**config.mk**
```make
export PLATFORM = sky130hd
export DESIGN_NAME = gpd_ram
export DESIGN_NICKNAME = d
export VERILOG_FILES = /design/src/design/gpd_ram.sv
export SDC_FILE = /design/constraint.sdc
export NUM_CORES = 1
export LEC_CHECK = 0
export ABC_AREA = 0
export ABC_CLOCK_PERIOD_IN_PS = 5420
export BUFFER_PORTS_ARGS = -buffer_cell sky130_fd_sc_hd__buf_2
export CORE_MARGIN = 4
export CORE_UTILIZATION = 40
export CTS_BUF_LIST = sky130_fd_sc_hd__clkbuf_4
export CTS_CLUSTER_DIAMETER = 200
export CTS_CLUSTER_SIZE = 25
export DETAILED_ROUTE_END_ITERATION = 8
export HOLD_SLACK_MARGIN = 0.1
export PLACE_DENSITY = 0.56
export SLEW_MARGIN = 40
export SYNTH_ARGS = -nofsm -noshare
export SYNTH_HDL_FRONTEND = slang
export SYNTH_SLANG_ARGS = --single-unit
```
**constraint.sdc**
```tcl
create_clock -name clk -period 5.42 [get_ports clk]
set_input_delay 1.626 -clock clk [delete_from_list [all_inputs] [get_ports clk]]
set_output_delay 1.626 -clock clk [all_outputs]
set_load 0.03 [all_outputs]
```
**src/design/gpd_ram.sv**
```systemverilog
module gpd_ram #(
  parameter int WIDTH = 33,
  parameter int DEPTH = 16
) (
  input  logic                                   clk,
  input  logic                                   we,
  input  logic [(DEPTH > 1 ? $clog2(DEPTH) : 1)-1:0] waddr,
  input  logic [WIDTH-1:0]                       wdata,
  input  logic [(DEPTH > 1 ? $clog2(DEPTH) : 1)-1:0] raddr,
  output logic [WIDTH-1:0]                       rdata
);

  logic [WIDTH-1:0] mem [DEPTH];

  always_ff @(posedge clk) begin
    if (we) begin
      mem[waddr] <= wdata;
    end
    rdata <= mem[raddr];
  end

endmodule

```
==> Word-level counts from Yosys, hierarchy flattened <==
Memory sizes are Yosys's and may differ from the RTL's. A register that Yosys moved wholly into a read port is not among the register bits.
Cells that the tools add are included.
{ "totals": {"n_memories": 1, "out_inout_bits": 33, "mem_bits_rw": 528, "register_bits": 0, "in_bits": 43} }
{ "memory_table": {"columns": ["memory", "depth", "width", "read_ports", "rd_clocked_by_memory_dff", "write_ports", "line_no", "rtl"], "rows": [
  ["mem", 16, 33, 1, 1, 1, "13", "logic [WIDTH-1:0] mem [DEPTH];"]
]} }
{ "classes": {"mux": 2} }
{ "op_table": {"columns": ["cell", "count"], "rows": [
  ["2-to-1 mux 1 bit", 2]
]} }

==> Logic depth before layout (Yosys ltp) <==
{ "depth": {"word_depth": 2, "mapped_depth": 6} }

==> Worst setup path after synthesis <==
Ideal clock, no wire load.
{ "synth_timing": {"path_kind": "input to register", "from": "input port waddr[2] (netlist name)", "to": "memory mem[0][0] (enable)", "cell_stages": 2, "arrival_ns": 4.411, "slack_ns": 0.544, "path_cell_list": "or3b_2 -> nor3_1"} }
{ "synth_lines": {"columns": ["element", "line_no", "rtl"], "rows": [
  ["start, declared", "7", "input logic [(DEPTH > 1 ? $clog2(DEPTH) : 1)-1:0] waddr,"],
  ["end, declared", "13", null]
]} }
Straight into the memory's write port.

==> Final worst setup path <==
{ "layout_timing": {"from": "register rdata[3] (read register of mem)", "to": "output port rdata[3]"} }
{ "layout_lines": {"columns": ["element", "line_no", "rtl"], "rows": [
  ["start, declared", "10", "output logic [WIDTH-1:0] rdata"]
]} }
No word-level cell between the ends.

==> out/summary.txt <==
R2R setup slack -> 3.94 ns
Synth Flop Type -> edfxtp_1
Fillers -> 4,258
worst stage delay on the critical path -> 0.42 ns
hpwl dp -> 26,500 um
Cell Count, Final, Fillers Out -> 1,658
initial core utilization -> 0.408
Cell Rows -> 82
first-iteration detailed-routing DRC count -> 846
CTS tree -> done
routed len/inst -> 26.7 um
total placed cells including tap cells -> 1,608
critical path depth -> 1
Skew-Pair Late Insertion Delay -> 0.82 ns
Rel. slew slack -> 0.456
CTS Buf Count -> 26
Hold Path Sink -> rdata[31]$_DFF_P_
setup TNS -> 0 ns
number of nets in the layout -> 1,007
via/cell ratio -> 5.51
number of enable flip-flop cells after synthesis -> 528
Port Buf Inserts -> 75
Worst setup EP type -> output port
maximum fanout along the worst path -> 1
clk slew on worst S/H paths -> 0.25 ns
clk_skew -> 0.0458 ns
largest family of logic cells by synthesized area -> multiplexers
layout overhead on the synthesized area -> 9.69%
CP max-delay cell -> dfxtp_1
hold_ws -> 0.694 ns
root buffer cell -> clkbuf_4
register area share after synthesis -> 0.801
vias -> 9,129
worst path required time -> 3.79 ns
Compound-Gate Fraction of Synth Area -> 0.0240
Post-synth ARST share -> 0
critical-path cell list -> buf_2
Detail Route Antenna Nets -> 0
first-pass GRT wire length -> 65,900 um
vias in the first global route -> 9,628
max-cap violations -> 0
RSZ-0062 raised after global routing -> false
WL final -> 44,300 um
most frequent cell after synthesis -> edfxtp_1
worst hold path type -> reg -> reg
top post-synthesis cells by count -> 528 x edfxtp_1, 113 x mux4_2, 66 x a22oi_1, 34 x nand2_1, 33 x dfxtp_1
Syn Area/Cell -> 23.9 um2
initial antenna violation count -> 3
CP Launch Type -> flop
final max-slew violation count -> 0
crit path DAT -> 1.45 ns
cell depth of the worst hold path -> 3
LEAKAGE -> 7.13 nW
total grt overflow -> 0
Post-Synth Adder-Cell Area -> 0
Worst path top cell family by delay -> flip-flops
Fin. Hold Viols -> 0
Buffers & Inverters on Critical Path -> 1
die width -> 235 um
Setup Viol. Count Final -> 0
Gate Count Post-Synth -> 864
VDD IR-drop max -> 0.134 mV
TritonCTS Sinks -> 561
cts hold-fix bufs -> 0
Syn Nets -> 907
Core Box Area -> 50,600 um2
warnings from Yosys -> 0
post-synth top area share -> 0.769
reg2reg path depth -> 3
die area -> 55,300 um2
Cell Area, Synth -> 20,600 um2
post-synth cell types -> 20
mux cell area share after synthesis -> 0.148
top cells by area, synth -> edfxtp_1 77%, mux4_2 12%, dfxtp_1 3.2%
post-synthesis xor/xnor area fraction -> 0
Slew @ Worst Pin -> 0.815 ns
setup bufs post-CTS -> 0
FF-to-FF Start -> mem[3][32]$_DFFE_PP_
Final Power -> 0.00695 W
Setup CP Type -> reg -> out
Die Y -> 235 um
Power Dens Cells -> 307 nW/um2
outcome -> finished clean
Post-CTS Resized -> 0
period utilization -> 0.568
largest net degree at the start of global routing -> 68
layout cells sized above 1 -> 0.304
Initial DRT Pass Iterations -> 5
dominant cell type by area after synthesis -> edfxtp_1
H-tree level count -> 1
number of synthesized register bits -> 561
Final Critical Period -> 3.08 ns
fmax -> 325 MHz
GR Util All Layers -> 0.158
I/O pin count -> 76
GPL Wtd Cong -> 0.706
simple logic cell fraction of the synthesized area -> 0.0124
largest buffer count on any clock path -> 3
# DRC -> 0
hold path startpoint -> mem[13][31]$_DFFE_PP_
worst reg2reg endpoint -> rdata[32]$_DFF_P_
-- kinds of logic after synthesis --
kind of cell / Yosys count
muxes: 132
AOI/OAI and AO/OA: 66
DFF: 561
and+or+nand+nor: 60
buffers and inverters: 45
-- layout make-up --
type / count / area (um2) / area share
clock buffer: 47 / 353 / 0.0156
antenna: 2 / 5.00 / 0.000221
sequential: 561 / 16500 / 0.730
tap: 672 / 841 / 0.0372
multi-input combinational: 258 / 3930 / 0.174
timing repair buffer: 117 / 968 / 0.0428
clock inverter: 1 / 16.3 / 0.000719
-- flip-flops by register name, indices dropped and copies added (netlist names) --
name and count:
rdata 33, mem 528
-- stage by stage --
step / setup slack [ns] / util / area (um2)
floorplan: 0.544 / - / 20600
global placement: 1.64 / 0.433 / 21900
detailed placement: 1.68 / 0.440 / 22300
CTS: 2.21 / 0.447 / 22600
global route: 2.20 / 0.447 / 22600
finish: 2.34 / 0.447 / 22600
-- where the power goes --
part	leakage [nW]	switching, W	internal (W)
clock network	0.224	0.00119	0.000391
logic	1.86	0.000307	0.000187
registers	5.05	0.0000299	0.00484
total	7.13	0.00153	0.00542
-- worst max path at each step --
stage	from	end	slack [ns]
after floorplan	waddr[2]	mem[0][0]$_DFFE_PP_	0.54
after global placement	waddr[2]	mem[3][16]$_DFFE_PP_	1.64
after detailed placement	raddr[0]	rdata[7]$_DFF_P_	1.68
after CTS	rdata[23]$_DFF_P_	rdata[23]	2.21
after global routing	rdata[26]$_DFF_P_	rdata[26]	2.20
final	rdata[3]$_DFF_P_	rdata[3]	2.34
-- cell usage in the layout (no fill, tap or decap) --
master / synthesis / layout
nand2_1: 34 / 34
a22oi_1: 66 / 66
buf_12: 6 / 2
buf_2: 12 / 73
nand2b_1: 2 / 2
clkbuf_8: 0 / 1
and2_4: 0 / 1
or3b_2: 1 / 1
mux4_1: 19 / 19
dfxtp_1: 33 / 33
buf_8: 2 / 5
edfxtp_1: 528 / 528
diode_2: 0 / 2
buf_6: 2 / 1
buf_4: 0 / 25
nor2_4: 0 / 13
clkbuf_4: 0 / 47
buf_16: 0 / 10
nor3_2: 0 / 4
mux4_2: 113 / 113
nand3b_1: 2 / 2
inv_12: 0 / 1
nor2b_4: 0 / 2
nand3_1: 1 / 1
-- routing by layer --
metal	GRT usage	wire length (um)
met1	0.234	19900
met2	0.257	21600
met3	0.0231	2060
met4	0.0245	670
met5	0	0
(Power assumes the default switching activity.)
